`src/design/vpa_pkg.sv`:
```
// ----------------------------------------------------------------------------
// vpa_pkg
// Shared types and constants of the variable partition allocator.
// ----------------------------------------------------------------------------
package vpa_pkg;

    localparam int MAX_SEGMENTS_DEF = 64;
    localparam int ADDR_BITS_DEF    = 16;
    localparam int TAG_BITS_DEF     = 8;

    localparam int CFG_IDX_W  = 2;
    localparam int CFG_DATA_W = 16;

    localparam logic [CFG_IDX_W-1:0] CFG_FIT_STRATEGY = 2'd0;
    localparam logic [CFG_IDX_W-1:0] CFG_POOL_SIZE    = 2'd1;

    localparam logic [15:0] POOL_SIZE_RST = 16'd2048;

    typedef enum logic [1:0] {
        FIT_FIRST = 2'd0,
        FIT_BEST  = 2'd1,
        FIT_WORST = 2'd2,
        FIT_NEXT  = 2'd3
    } fit_t;

    typedef enum logic {
        OP_ALLOC   = 1'b0,
        OP_RELEASE = 1'b1
    } op_t;

    typedef enum logic [1:0] {
        ST_OK        = 2'd0,
        ST_NO_FIT    = 2'd1,
        ST_TBL_FULL  = 2'd2,
        ST_NOT_FOUND = 2'd3
    } status_t;

    typedef enum logic [3:0] {
        S_INIT,
        S_IDLE,
        S_NORM,
        S_SCAN,
        S_DEC,
        S_SHIFT,
        S_WR_SPLIT,
        S_WR_ALLOC,
        S_FIND,
        S_MERGE,
        S_MERGE_END,
        S_STATS,
        S_DONE
    } state_t;

endpackage

```
`src/design/vpa_req_if.sv`:
```
// ----------------------------------------------------------------------------
// vpa_req_if
// Request channel: operation, size and owner tag.
// ----------------------------------------------------------------------------
interface vpa_req_if #(
    parameter int ADDR_BITS = vpa_pkg::ADDR_BITS_DEF,
    parameter int TAG_BITS  = vpa_pkg::TAG_BITS_DEF
);
    logic                 valid;
    logic                 ready;
    logic                 op;
    logic [ADDR_BITS-1:0] alloc_size;
    logic [TAG_BITS-1:0]  owner_tag;

    modport source (output valid, op, alloc_size, owner_tag, input ready);
    modport sink   (input valid, op, alloc_size, owner_tag, output ready);
endinterface

```
`src/design/vpa_rsp_if.sv`:
```
// ----------------------------------------------------------------------------
// vpa_rsp_if
// Result channel: status, segment location and free-space figures.
// ----------------------------------------------------------------------------
interface vpa_rsp_if #(
    parameter int ADDR_BITS = vpa_pkg::ADDR_BITS_DEF,
    parameter int IDX_W     = $clog2(vpa_pkg::MAX_SEGMENTS_DEF)
);
    logic                 valid;
    logic                 ready;
    logic [1:0]           status;
    logic [ADDR_BITS-1:0] seg_start;
    logic [IDX_W-1:0]     seg_index;
    logic [ADDR_BITS-1:0] free_total;
    logic [ADDR_BITS-1:0] largest_free;

    modport source (output valid, status, seg_start, seg_index, free_total, largest_free,
                    input ready);
    modport sink   (input valid, status, seg_start, seg_index, free_total, largest_free,
                    output ready);
endinterface

```
`src/design/vpa_seg_ram.sv`:
```
// ----------------------------------------------------------------------------
// vpa_seg_ram
// Segment table storage: one write port, one registered read port.
// ----------------------------------------------------------------------------
module vpa_seg_ram #(
    parameter int DEPTH = vpa_pkg::MAX_SEGMENTS_DEF,
    parameter int WIDTH = 41,
    parameter int AW    = $clog2(vpa_pkg::MAX_SEGMENTS_DEF)
) (
    input  logic             clk,
    input  logic             we,
    input  logic [AW-1:0]    waddr,
    input  logic [WIDTH-1:0] wdata,
    input  logic [AW-1:0]    raddr,
    output logic [WIDTH-1:0] rdata
);
    logic [WIDTH-1:0] mem [DEPTH];

    always_ff @(posedge clk)
    begin
        if (we)
        begin
            mem[waddr] <= wdata;
        end
    end

    always_ff @(posedge clk)
    begin
        rdata <= mem[raddr];
    end
endmodule

```
`src/design/variable_partition_allocator_top.sv`:
```
// ----------------------------------------------------------------------------
// variable_partition_allocator_top
// Segment allocator with first/best/worst/next fit and merge on release.
// ----------------------------------------------------------------------------
// One request at a time. The table lives in a single-port-write RAM and every
// step is a streamed pass over it, one entry per cycle, driven by a small
// sequencer: an allocate runs a fit scan, a shift for a split and a
// statistics pass, next fit first brings its start pointer below the segment
// count, and a release runs an owner search, a merge pass and a statistics
// pass. After reset or a pool size write, the table is rebuilt as a single
// free segment before a request is taken.
module variable_partition_allocator_top #(
    parameter int MAX_SEGMENTS = vpa_pkg::MAX_SEGMENTS_DEF,
    parameter int ADDR_BITS    = vpa_pkg::ADDR_BITS_DEF,
    parameter int TAG_BITS     = vpa_pkg::TAG_BITS_DEF,
    parameter int IDX_W        = $clog2(MAX_SEGMENTS)
) (
    input  logic                            clk,
    input  logic                            rst_n,
    input  logic                            cfg_we,
    input  logic [vpa_pkg::CFG_IDX_W-1:0]   cfg_idx,
    input  logic [vpa_pkg::CFG_DATA_W-1:0]  cfg_data,
    vpa_req_if.sink                         req,
    vpa_rsp_if.source                       rsp
);
    localparam int CNT_W   = $clog2(MAX_SEGMENTS + 1);
    localparam int ENTRY_W = 2 * ADDR_BITS + 1 + TAG_BITS;

    vpa_pkg::state_t state_reg, state_next;
    vpa_pkg::fit_t   fit_reg, fit_next;
    logic [15:0]     total_reg, total_next;
    logic [CNT_W-1:0] cnt_reg, cnt_next;
    logic [IDX_W-1:0] nptr_reg, nptr_next;

    logic                 op_reg, op_next;
    logic [ADDR_BITS-1:0] size_reg, size_next;
    logic [TAG_BITS-1:0]  tag_reg, tag_next;

    logic [CNT_W-1:0] rem_reg, rem_next;
    logic [IDX_W-1:0] rd_addr_reg, rd_addr_next;
    logic             pv_reg, pv_next;
    logic [IDX_W-1:0] pidx_reg, pidx_next;

    logic                 found_reg, found_next;
    logic [IDX_W-1:0]     k_reg, k_next;
    logic [ADDR_BITS-1:0] cstart_reg, cstart_next;
    logic [ADDR_BITS-1:0] csize_reg, csize_next;

    logic                 have_cur_reg, have_cur_next;
    logic [ADDR_BITS-1:0] cur_start_reg, cur_start_next;
    logic [ADDR_BITS-1:0] cur_size_reg, cur_size_next;
    logic                 cur_free_reg, cur_free_next;
    logic [TAG_BITS-1:0]  cur_owner_reg, cur_owner_next;
    logic [IDX_W-1:0]     w_reg, w_next;

    logic [ADDR_BITS-1:0] sum_reg, sum_next;
    logic [ADDR_BITS-1:0] max_reg, max_next;
    vpa_pkg::status_t     status_reg, status_next;

    logic                 o_valid_reg, o_valid_next;
    logic [1:0]           o_status_reg, o_status_next;
    logic [ADDR_BITS-1:0] o_start_reg, o_start_next;
    logic [IDX_W-1:0]     o_index_reg, o_index_next;
    logic [ADDR_BITS-1:0] o_free_reg, o_free_next;
    logic [ADDR_BITS-1:0] o_largest_reg, o_largest_next;

    logic               ram_we;
    logic [IDX_W-1:0]   ram_waddr;
    logic [ENTRY_W-1:0] ram_wdata;
    logic [ENTRY_W-1:0] ram_rdata;

    logic [ADDR_BITS-1:0] e_start, e_size;
    logic                 e_free;
    logic [TAG_BITS-1:0]  e_owner;
    logic                 accept, cfg_total, stream_done, split, ok_fit, e_free_eff;
    logic [CNT_W-1:0]     rd_inc;

    assign e_owner = ram_rdata[TAG_BITS-1:0];
    assign e_free  = ram_rdata[TAG_BITS];
    assign e_size  = ram_rdata[TAG_BITS+ADDR_BITS:TAG_BITS+1];
    assign e_start = ram_rdata[ENTRY_W-1:TAG_BITS+ADDR_BITS+1];

    assign req.ready   = (state_reg == vpa_pkg::S_IDLE) && !o_valid_reg;
    assign accept      = req.valid && req.ready;
    assign cfg_total   = cfg_we && (cfg_idx == vpa_pkg::CFG_POOL_SIZE);
    assign stream_done = (rem_reg == '0) && !pv_reg;
    assign split       = csize_reg > size_reg;
    assign ok_fit      = found_reg && (size_reg != '0);
    assign rd_inc      = {1'b0, rd_addr_reg} + CNT_W'(1);
    assign e_free_eff  = e_free || (found_reg && (pidx_reg == k_reg));

    assign rsp.valid        = o_valid_reg;
    assign rsp.status       = o_status_reg;
    assign rsp.seg_start    = o_start_reg;
    assign rsp.seg_index    = o_index_reg;
    assign rsp.free_total   = o_free_reg;
    assign rsp.largest_free = o_largest_reg;

    vpa_seg_ram #(
        .DEPTH (MAX_SEGMENTS),
        .WIDTH (ENTRY_W),
        .AW    (IDX_W)
    ) u_ram (
        .clk   (clk),
        .we    (ram_we),
        .waddr (ram_waddr),
        .wdata (ram_wdata),
        .raddr (rd_addr_reg),
        .rdata (ram_rdata)
    );

    // Next state
    always_comb
    begin
        state_next = state_reg;
        unique case (state_reg)
            vpa_pkg::S_INIT:
                state_next = vpa_pkg::S_IDLE;
            vpa_pkg::S_IDLE:
            begin
                if (cfg_total)
                    state_next = vpa_pkg::S_INIT;
                else if (accept)
                begin
                    if (req.op == vpa_pkg::OP_RELEASE)
                        state_next = vpa_pkg::S_FIND;
                    else if (fit_reg == vpa_pkg::FIT_NEXT)
                        state_next = vpa_pkg::S_NORM;
                    else
                        state_next = vpa_pkg::S_SCAN;
                end
            end
            vpa_pkg::S_NORM:
                if ({1'b0, rd_addr_reg} < cnt_reg)
                    state_next = vpa_pkg::S_SCAN;
            vpa_pkg::S_SCAN:
                if (stream_done)
                    state_next = vpa_pkg::S_DEC;
            vpa_pkg::S_DEC:
            begin
                if (!ok_fit || (split && cnt_reg == CNT_W'(MAX_SEGMENTS)))
                    state_next = vpa_pkg::S_STATS;
                else if (split)
                    state_next = vpa_pkg::S_SHIFT;
                else
                    state_next = vpa_pkg::S_WR_ALLOC;
            end
            vpa_pkg::S_SHIFT:
                if (stream_done)
                    state_next = vpa_pkg::S_WR_SPLIT;
            vpa_pkg::S_WR_SPLIT:
                state_next = vpa_pkg::S_WR_ALLOC;
            vpa_pkg::S_WR_ALLOC:
                state_next = vpa_pkg::S_STATS;
            vpa_pkg::S_FIND:
                if (stream_done)
                    state_next = vpa_pkg::S_MERGE;
            vpa_pkg::S_MERGE:
                if (stream_done)
                    state_next = vpa_pkg::S_MERGE_END;
            vpa_pkg::S_MERGE_END:
                state_next = vpa_pkg::S_STATS;
            vpa_pkg::S_STATS:
                if (stream_done)
                    state_next = vpa_pkg::S_DONE;
            vpa_pkg::S_DONE:
                state_next = vpa_pkg::S_IDLE;
            default:
                state_next = vpa_pkg::S_INIT;
        endcase
    end

    // Datapath and outputs
    always_comb
    begin
        fit_next       = fit_reg;
        total_next     = total_reg;
        cnt_next       = cnt_reg;
        nptr_next      = nptr_reg;
        op_next        = op_reg;
        size_next      = size_reg;
        tag_next       = tag_reg;
        rem_next       = rem_reg;
        rd_addr_next   = rd_addr_reg;
        pv_next        = 1'b0;
        pidx_next      = pidx_reg;
        found_next     = found_reg;
        k_next         = k_reg;
        cstart_next    = cstart_reg;
        csize_next     = csize_reg;
        have_cur_next  = have_cur_reg;
        cur_start_next = cur_start_reg;
        cur_size_next  = cur_size_reg;
        cur_free_next  = cur_free_reg;
        cur_owner_next = cur_owner_reg;
        w_next         = w_reg;
        sum_next       = sum_reg;
        max_next       = max_reg;
        status_next    = status_reg;
        o_valid_next   = o_valid_reg;
        o_status_next  = o_status_reg;
        o_start_next   = o_start_reg;
        o_index_next   = o_index_reg;
        o_free_next    = o_free_reg;
        o_largest_next = o_largest_reg;
        ram_we         = 1'b0;
        ram_waddr      = '0;
        ram_wdata      = '0;

        if (rsp.valid && rsp.ready)
            o_valid_next = 1'b0;

        if (cfg_we && cfg_idx == vpa_pkg::CFG_FIT_STRATEGY)
            fit_next = vpa_pkg::fit_t'(cfg_data[1:0]);
        if (cfg_total)
            total_next = cfg_data;

        // Streamed reads, one entry per cycle
        if ((state_reg == vpa_pkg::S_SCAN || state_reg == vpa_pkg::S_SHIFT ||
             state_reg == vpa_pkg::S_FIND || state_reg == vpa_pkg::S_MERGE ||
             state_reg == vpa_pkg::S_STATS) && rem_reg != '0)
        begin
            rem_next  = rem_reg - CNT_W'(1);
            pv_next   = 1'b1;
            pidx_next = rd_addr_reg;
            if (state_reg == vpa_pkg::S_SHIFT)
                rd_addr_next = rd_addr_reg - IDX_W'(1);
            else if (rd_inc == cnt_reg)
                rd_addr_next = '0;
            else
                rd_addr_next = rd_inc[IDX_W-1:0];
        end

        case (state_reg)
            vpa_pkg::S_INIT:
            begin
                ram_we    = 1'b1;
                ram_waddr = '0;
                ram_wdata = {ADDR_BITS'(0), ADDR_BITS'(total_reg), 1'b1, TAG_BITS'(0)};
                cnt_next  = CNT_W'(1);
                nptr_next = '0;
            end
            vpa_pkg::S_IDLE:
            begin
                if (accept)
                begin
                    op_next      = req.op;
                    size_next    = req.alloc_size;
                    tag_next     = req.owner_tag;
                    rem_next     = cnt_reg;
                    found_next   = 1'b0;
                    status_next  = vpa_pkg::ST_OK;
                    rd_addr_next = (req.op == vpa_pkg::OP_ALLOC &&
                                    fit_reg == vpa_pkg::FIT_NEXT) ? nptr_reg : '0;
                end
            end
            vpa_pkg::S_NORM:
            begin
                // bring the next-fit pointer below the segment count
                if ({1'b0, rd_addr_reg} >= cnt_reg)
                    rd_addr_next = IDX_W'({1'b0, rd_addr_reg} - cnt_reg);
            end
            vpa_pkg::S_SCAN:
            begin
                if (pv_reg && e_free && e_size >= size_reg &&
                    (!found_reg ||
                     (fit_reg == vpa_pkg::FIT_BEST && e_size < csize_reg) ||
                     (fit_reg == vpa_pkg::FIT_WORST && e_size > csize_reg)))
                begin
                    found_next  = 1'b1;
                    k_next      = pidx_reg;
                    cstart_next = e_start;
                    csize_next  = e_size;
                end
            end
            vpa_pkg::S_DEC:
            begin
                if (!ok_fit)
                    status_next = vpa_pkg::ST_NO_FIT;
                else if (split && cnt_reg == CNT_W'(MAX_SEGMENTS))
                    status_next = vpa_pkg::ST_TBL_FULL;
                else
                begin
                    if (fit_reg == vpa_pkg::FIT_NEXT)
                        nptr_next = ({1'b0, k_reg} + CNT_W'(1) == cnt_reg) ?
                                    '0 : k_reg + IDX_W'(1);
                    rem_next     = cnt_reg - CNT_W'(1) - CNT_W'(k_reg);
                    rd_addr_next = IDX_W'(cnt_reg - CNT_W'(1));
                end
            end
            vpa_pkg::S_SHIFT:
            begin
                if (pv_reg)
                begin
                    ram_we    = 1'b1;
                    ram_waddr = pidx_reg + IDX_W'(1);
                    ram_wdata = ram_rdata;
                end
            end
            vpa_pkg::S_WR_SPLIT:
            begin
                ram_we    = 1'b1;
                ram_waddr = k_reg + IDX_W'(1);
                ram_wdata = {cstart_reg + size_reg, csize_reg - size_reg, 1'b1,
                             TAG_BITS'(0)};
            end
            vpa_pkg::S_WR_ALLOC:
            begin
                ram_we    = 1'b1;
                ram_waddr = k_reg;
                ram_wdata = {cstart_reg, split ? size_reg : csize_reg, 1'b0, tag_reg};
                if (split)
                    cnt_next = cnt_reg + CNT_W'(1);
            end
            vpa_pkg::S_FIND:
            begin
                if (pv_reg && !found_reg && !e_free && e_owner == tag_reg)
                begin
                    found_next = 1'b1;
                    k_next     = pidx_reg;
                end
                if (stream_done)
                begin
                    status_next   = found_reg ? vpa_pkg::ST_OK : vpa_pkg::ST_NOT_FOUND;
                    rem_next      = cnt_reg;
                    rd_addr_next  = '0;
                    have_cur_next = 1'b0;
                    w_next        = '0;
                end
            end
            vpa_pkg::S_MERGE:
            begin
                // compaction pass: runs of free entries fold into one
                if (pv_reg)
                begin
                    if (have_cur_reg && cur_free_reg && e_free_eff)
                        cur_size_next = cur_size_reg + e_size;
                    else
                    begin
                        if (have_cur_reg)
                        begin
                            ram_we    = 1'b1;
                            ram_waddr = w_reg;
                            ram_wdata = {cur_start_reg, cur_size_reg, cur_free_reg,
                                         cur_owner_reg};
                            w_next    = w_reg + IDX_W'(1);
                        end
                        cur_start_next = e_start;
                        cur_size_next  = e_size;
                        cur_free_next  = e_free_eff;
                        cur_owner_next = e_owner;
                        have_cur_next  = 1'b1;
                    end
                end
            end
            vpa_pkg::S_MERGE_END:
            begin
                ram_we    = 1'b1;
                ram_waddr = w_reg;
                ram_wdata = {cur_start_reg, cur_size_reg, cur_free_reg, cur_owner_reg};
                cnt_next  = CNT_W'(w_reg) + CNT_W'(1);
            end
            vpa_pkg::S_STATS:
            begin
                if (pv_reg && e_free)
                begin
                    sum_next = sum_reg + e_size;
                    if (e_size > max_reg)
                        max_next = e_size;
                end
            end
            vpa_pkg::S_DONE:
            begin
                o_valid_next   = 1'b1;
                o_status_next  = status_reg;
                o_start_next   = (status_reg == vpa_pkg::ST_OK && op_reg == vpa_pkg::OP_ALLOC)
                                 ? cstart_reg : '0;
                o_index_next   = (status_reg == vpa_pkg::ST_OK) ? k_reg : '0;
                o_free_next    = sum_reg;
                o_largest_next = max_reg;
            end
            default:
            begin
            end
        endcase

        if (state_next == vpa_pkg::S_STATS && state_reg != vpa_pkg::S_STATS)
        begin
            rem_next     = cnt_next;
            rd_addr_next = '0;
            sum_next     = '0;
            max_next     = '0;
        end
    end

    always_ff @(posedge clk or negedge rst_n)
    begin
        if (!rst_n)
        begin
            state_reg   <= vpa_pkg::S_INIT;
            fit_reg     <= vpa_pkg::FIT_BEST;
            total_reg   <= vpa_pkg::POOL_SIZE_RST;
            cnt_reg     <= CNT_W'(1);
            nptr_reg    <= '0;
            rem_reg     <= '0;
            rd_addr_reg <= '0;
            pv_reg      <= 1'b0;
            o_valid_reg <= 1'b0;
        end
        else
        begin
            state_reg   <= state_next;
            fit_reg     <= fit_next;
            total_reg   <= total_next;
            cnt_reg     <= cnt_next;
            nptr_reg    <= nptr_next;
            rem_reg     <= rem_next;
            rd_addr_reg <= rd_addr_next;
            pv_reg      <= pv_next;
            o_valid_reg <= o_valid_next;
        end
    end

    always_ff @(posedge clk)
    begin
        op_reg        <= op_next;
        size_reg      <= size_next;
        tag_reg       <= tag_next;
        pidx_reg      <= pidx_next;
        found_reg     <= found_next;
        k_reg         <= k_next;
        cstart_reg    <= cstart_next;
        csize_reg     <= csize_next;
        have_cur_reg  <= have_cur_next;
        cur_start_reg <= cur_start_next;
        cur_size_reg  <= cur_size_next;
        cur_free_reg  <= cur_free_next;
        cur_owner_reg <= cur_owner_next;
        w_reg         <= w_next;
        sum_reg       <= sum_next;
        max_reg       <= max_next;
        status_reg    <= status_next;
        o_status_reg  <= o_status_next;
        o_start_reg   <= o_start_next;
        o_index_reg   <= o_index_next;
        o_free_reg    <= o_free_next;
        o_largest_reg <= o_largest_next;
    end
endmodule

```
`src/flat_wrapper.sv`:
```
// flat-port wrapper written by rule: the top's interface ports become plain ports
module variable_partition_allocator_top_flat 
#(
    parameter int MAX_SEGMENTS = vpa_pkg::MAX_SEGMENTS_DEF,
    parameter int ADDR_BITS    = vpa_pkg::ADDR_BITS_DEF,
    parameter int TAG_BITS     = vpa_pkg::TAG_BITS_DEF,
    parameter int IDX_W        = $clog2(MAX_SEGMENTS)
)
  (clk, rst_n, cfg_we, cfg_idx, cfg_data, req_valid, req_op, req_alloc_size, req_owner_tag, req_ready, rsp_valid, rsp_status, rsp_seg_start, rsp_seg_index, rsp_free_total, rsp_largest_free, rsp_ready);
  vpa_req_if #(.ADDR_BITS(ADDR_BITS), .TAG_BITS(TAG_BITS)) req_i ();
  vpa_rsp_if #(.ADDR_BITS(ADDR_BITS), .IDX_W(IDX_W)) rsp_i ();
  input  logic clk;
  input  logic rst_n;
  input  logic cfg_we;
  input  logic [vpa_pkg::CFG_IDX_W-1:0] cfg_idx;
  input  logic [vpa_pkg::CFG_DATA_W-1:0] cfg_data;
  input wire logic [$bits(req_i.valid)-1:0] req_valid;
  input wire logic [$bits(req_i.op)-1:0] req_op;
  input wire logic [$bits(req_i.alloc_size)-1:0] req_alloc_size;
  input wire logic [$bits(req_i.owner_tag)-1:0] req_owner_tag;
  output wire logic [$bits(req_i.ready)-1:0] req_ready;
  output wire logic [$bits(rsp_i.valid)-1:0] rsp_valid;
  output wire logic [$bits(rsp_i.status)-1:0] rsp_status;
  output wire logic [$bits(rsp_i.seg_start)-1:0] rsp_seg_start;
  output wire logic [$bits(rsp_i.seg_index)-1:0] rsp_seg_index;
  output wire logic [$bits(rsp_i.free_total)-1:0] rsp_free_total;
  output wire logic [$bits(rsp_i.largest_free)-1:0] rsp_largest_free;
  input wire logic [$bits(rsp_i.ready)-1:0] rsp_ready;
  assign req_i.valid = req_valid;
  assign req_i.op = req_op;
  assign req_i.alloc_size = req_alloc_size;
  assign req_i.owner_tag = req_owner_tag;
  assign req_ready = req_i.ready;
  assign rsp_valid = rsp_i.valid;
  assign rsp_status = rsp_i.status;
  assign rsp_seg_start = rsp_i.seg_start;
  assign rsp_seg_index = rsp_i.seg_index;
  assign rsp_free_total = rsp_i.free_total;
  assign rsp_largest_free = rsp_i.largest_free;
  assign rsp_i.ready = rsp_ready;
  variable_partition_allocator_top #(.MAX_SEGMENTS(MAX_SEGMENTS), .ADDR_BITS(ADDR_BITS), .TAG_BITS(TAG_BITS), .IDX_W(IDX_W)) u_core (.clk(clk), .rst_n(rst_n), .cfg_we(cfg_we), .cfg_idx(cfg_idx), .cfg_data(cfg_data), .req(req_i), .rsp(rsp_i));
endmodule
```
`config.mk`:
```
export PLATFORM = sky130hd
export DESIGN_NAME = variable_partition_allocator_top_flat
export DESIGN_NICKNAME = d
export VERILOG_FILES = /design/src/design/vpa_pkg.sv /design/src/design/vpa_req_if.sv /design/src/design/vpa_rsp_if.sv /design/src/design/vpa_seg_ram.sv /design/src/design/variable_partition_allocator_top.sv /design/src/flat_wrapper.sv
export SDC_FILE = /design/constraint.sdc
export NUM_CORES = 2
export LEC_CHECK = 0
export BUFFER_PORTS_ARGS = -buffer_cell sky130_fd_sc_hd__buf_2
export CORE_UTILIZATION = 55
export DETAILED_ROUTE_END_ITERATION = 16
export PLACE_DENSITY = 0.74
export SYNTH_ARGS = -nofsm -noshare
export SYNTH_HDL_FRONTEND = slang
export SYNTH_SLANG_ARGS = --single-unit
```
`constraint.sdc`:
```
create_clock -name clk -period 5.7 [get_ports clk]
set_clock_uncertainty 0.05 [all_clocks]
set_input_delay 0 -clock clk [delete_from_list [all_inputs] [get_ports clk]]
set_output_delay 0 -clock clk [all_outputs]
set_load 0.02 [all_outputs]
```
==> run_results.csv <==
group,metric,value,unit
synthesis,syn-cell-area,116000,um2
final_layout,drive_gt1_share,28.2,%
worst_setup_path,critical-path-max-stage-delay,0.73,ns
worst_setup_path,timing.setup.critical_path_class,"reg2reg",
routing,num_vias,60600,
worst_setup_path,worstSetupEndpointType,"register",
grt,gr-total-overflow,0,
synthesis,yosysSeqAreaShare,74.7,%
worst_setup_path,critical_path_arrival,5.27,ns
worst_hold_path,timing.hold.worst.class,"in2reg",
run_status,status,"complete, but fails checks",
clock_tree,htreeDepth,5,
worst_setup_path,worstPathCellList,"inv_2, nor2_1, nand2_1, inv_1, nand2_1, a31oi_4, a21o_2, a221o_1, nor2b_1, nand2b_1, nor2_4, buf_4",
grt,first_global_vias,60200,
clock_tree,worst_setup_hold_path_clk_slew,0.06,ns
synthesis,yosys.area_share.xor_xnor,0.795,%
synthesis,synth.area.mux_share,17.0,%
clock_tree,cts_made_buffers,297,
synthesis,post-synth-top-area-fraction,72.3,%
clock_tree,tritoncts,"yes",
clock_tree,clock_path_buffers,4,
pwr,share_seq_of_total_power,55.6,%
floorplan,chipHeight,462,um
pwr,switching_power,8000,uW
pwr,finalPower,41800,uW
pwr,combPwrFrac,0.3,%
sta,final_min_period_over_clock_period,83.0,%
final_layout,register_area,86800,um2
worst_setup_path,timing.critical_path.from_type,"register",
pwr,worst_ir_drop_vdd,0.000323,V
final_layout,flip_flop_count_of_the_largest_register_all_copies_and_words_added,2624,
floorplan,core_box_area,210000,um2
synthesis,synthDominantAreaCellType,"edfxtp_1",
worst_setup_path,critical_path_slowest_stage_cell,"dfrtp_1",
final_layout,filler_cell_count,13600,
clock_tree,clk-insertion-delay-late,0.94,ns
grt,largest_net_degree_at_the_start_of_global_routing,150,
floorplan,chipWidth,462,um
final_layout,net_count_final,6082,
synthesis,synth-main-ff-cell,"edfxtp_1",
sta,slew_headroom,5.22,%
final_layout,area_growth_syn_to_layout,13.7,%
final_layout,multiInputGateArea,28800,um2
placed_design,placed_cells,8307,
floorplan,site_rows,168,
routing,drt_wl_total,318,mm
synthesis,simple_gate_area_share_of_the_yosys_netlist,2.24,%
synthesis,synth_fa_ha_area_share,1.49,%
placed_design,numPortBuffers,105,
synthesis,synth.top_cells.by_area,"edfxtp_1 (72%), mux4_2 (17%), ha_1 (1.4%)",
routing,detailedRoute.firstIterationViolations,8516,
worst_setup_path,critical_path.most_common_cell,"nand2_1",
final_layout,top_register,"u_core.u_ram.mem",
pwr,power.share.switching,19.1,%
clock_tree,tritoncts_num_sinks,2923,
floorplan,die-area,213000,um2
synthesis,avgSynthCellArea,21.4,um2
pwr,powerDensity,316,nW/um2
grt,wire_length_of_the_first_global_routing_pass,449,mm
pwr,part_of_the_power_in_the_clock_network,44.1,%
final_layout,top_regs,"u_core.u_ram.mem x2624, u_core.u_ram.rdata x41",
sta,setup-violations-final,0,
sta,total_negative_setup_slack,0,ns
routing,route.layer.met1.wl,115,mm
routing,dr.max_layer_used,"met5",
sta,worst_hold_slack,0.0860,ns
floorplan,boundaryPins,106,
sta,tightest_slew,1.42,ns
floorplan,initial_utilization,55.4,%
final_layout,layout.cells.non_filler,8925,
synthesis,synth_top_family_by_area,"multiplexers",
grt,overall_routing_resource_usage,30.2,%
grt,number_of_antenna_violations_at_the_first_check_in_global_routing,22,
worst_setup_path,critPathTopFamily,"simple AND/OR/NAND/NOR gates",
clock_tree,post_cts_resized,0,
sta,hold_viol,0,
synthesis,synth-edff-count,2800,
final_layout,most-common-layout-cells,"edfxtp_1 (2,800), mux4_2 (853), clkbuf_16 (303), buf_4 (204), nand2_1 (174)",
synthesis,syn_inst,5422,
worst_setup_path,cp.buffers_inverters,3,
synthesis,mappedNetlistNets,5605,
placed_design,hpwl,178,mm
pwr,leakage,0.0364,uW
run_status,violations,"antenna rules",
sta,finalCriticalPeriod,4.73,ns
synthesis,synth.distinct_cells,77,
sta,final-max-slew-violation-count,0,
synthesis,postSynth.asyncResetShare,1.71,%
synthesis,synth-compound-area-share,2.57,%
routing,viasPerCell,6.79,
clock_tree,cts_root_buffer,"clkbuf_16",
synthesis,postSynthRegisterBits,2923,
routing,met2_wirelength,154,mm
routing,dr.pass1.iters,11,
sta,rsz0062_at_grt,"false",
synthesis,yosys_warn_count,0,
routing,met3_length,35.4,mm
placed_design,gp_congestion,0.945,
sta,fmax,0.211,GHz
final_layout,final_util,63.0,%
pwr,internal_power,33800,uW
run,maxCapViolations,0,
final_layout,layout_commonest_cell,"edfxtp_1",
worst_setup_path,cp_data_required_time,6.24,ns
routing,route.detailed.drc,0,
routing,detail-route-antenna-nets,1,
worst_setup_path,critical_path_maximum_fanout,15,
routing,drt-wirelength-per-cell,35.6,um
[final cells by class]
class / count / area share, %
Antenna cell: 15 / 0.0284
Clock buffer: 381 / 5.99
Clock inverter: 124 / 0.787
Inverter: 100 / 0.284
Multi-Input combinational cell: 2137 / 21.8
Sequential cell: 2923 / 65.7
Tap cell: 2805 / 2.66
Timing Repair Buffer: 440 / 2.80
[timing repair]
| item | CTS | global route |
|---|---|---|
| hold buffers | 98 | 0 |
| buffers inserted | 0 | 0 |
| endpoints found under the hold margin | 112 | 0 |
[path summary, 6_finish.rpt]
path                                                  from                             endpoint  slack, ns  cells past startpoint
max reg2reg                  u_core.state_reg[0]$_DFF_PN0_   u_core.u_ram.mem[45][34]$_DFFE_PP_       0.97                     12
max in group asynchronous                            rst_n      u_core.rd_addr_reg[5]$_DFF_PN0_       4.17                      5
max                          u_core.state_reg[0]$_DFF_PN0_   u_core.u_ram.mem[45][34]$_DFFE_PP_       0.97                     12
min                                                 req_op        u_core.state_reg[0]$_DFF_PN0_       0.09                      5
min in group asynchronous                            rst_n      u_core.total_reg[6]$_DFFE_PN0P_       0.44                      4
min reg2reg                u_core.sum_reg[15]$_SDFFE_PP0P_  u_core.rsp.free_total[15]$_DFFE_PP_       0.41                      0
[cells in the mapped netlist (all sizes together), types with 6 or more instances]
| master | n |
|---|---|
| xnor2 | 60 |
| or2 | 10 |
| dfrtp | 47 |
| nor3 | 32 |
| nand3b | 8 |
| clkbuf | 161 |
| fa | 6 |
| nor4 | 12 |
| xor2 | 43 |
| dfxtp | 73 |
| inv | 100 |
| a31oi | 23 |
| nand4 | 18 |
| o211ai | 21 |
| a221oi | 10 |
| edfxtp | 2800 |
| o21ai | 78 |
| a22oi | 6 |
| nor2 | 176 |
| o221ai | 10 |
| o31ai | 19 |
| mux2 | 20 |
| o21bai | 6 |
| a222oi | 42 |
| or3 | 12 |
| nand2b | 14 |
| and3 | 6 |
| nor2b | 29 |
| o22ai | 11 |
| a21o | 32 |
| a211oi | 22 |
| and2 | 23 |
| a21oi | 87 |
| nand2 | 178 |
| nand3 | 30 |
| a211o | 6 |
| mux2i | 37 |
| buf | 101 |
| mux4 | 853 |
| ha | 129 |
| o21a | 13 |
[routing by layer]
metal | vias up | GRT usage (%)
li1 | 23800 | -
met1 | 32000 | 40.8
met2 | 4194 | 48.3
met3 | 648 | 6.84
met4 | 14 | 11.6
met5 | - | 0
[power by group through the flow]
| stage | Combinational, uW | Sequential [uW] | Clock (uW) |
|---|---|---|---|
| after floorplan | 28.8 | 23700 | 0 |
| after global placement | 68.1 | 23700 | 0 |
| after detailed placement | 69.0 | 23700 | 0 |
| after CTS | 130 | 23200 | 18600 |
| after global routing | 144 | 23200 | 19300 |
| final | 136 | 23200 | 18400 |
[tightest hold or removal path: stages]
cell and delay, ns:
dlygate4sd3_1 0.54, buf_2 0.17, a21oi_1 0.06, nor2_1 0.11
o211ai_1 0.12
[metrics by stage]
step                      instance area [um2]  worst slack, ns
after global routing                   132000            0.770
after global placement                 122000             1.24
after detailed placement               122000             1.15
after CTS                              132000             1.09
final                                  132000            0.969
after floorplan                        116000            0.294
[cells by family after synthesis]
logic type	Yosys count
xor gates and xnor gates	104
muxes	910
and+or+nand+nor	561
buffers and inverters	362
AOI/OAI and AO/OA	427
DFF	2923
adders and majority gates	135
(Power assumes the default switching activity.)
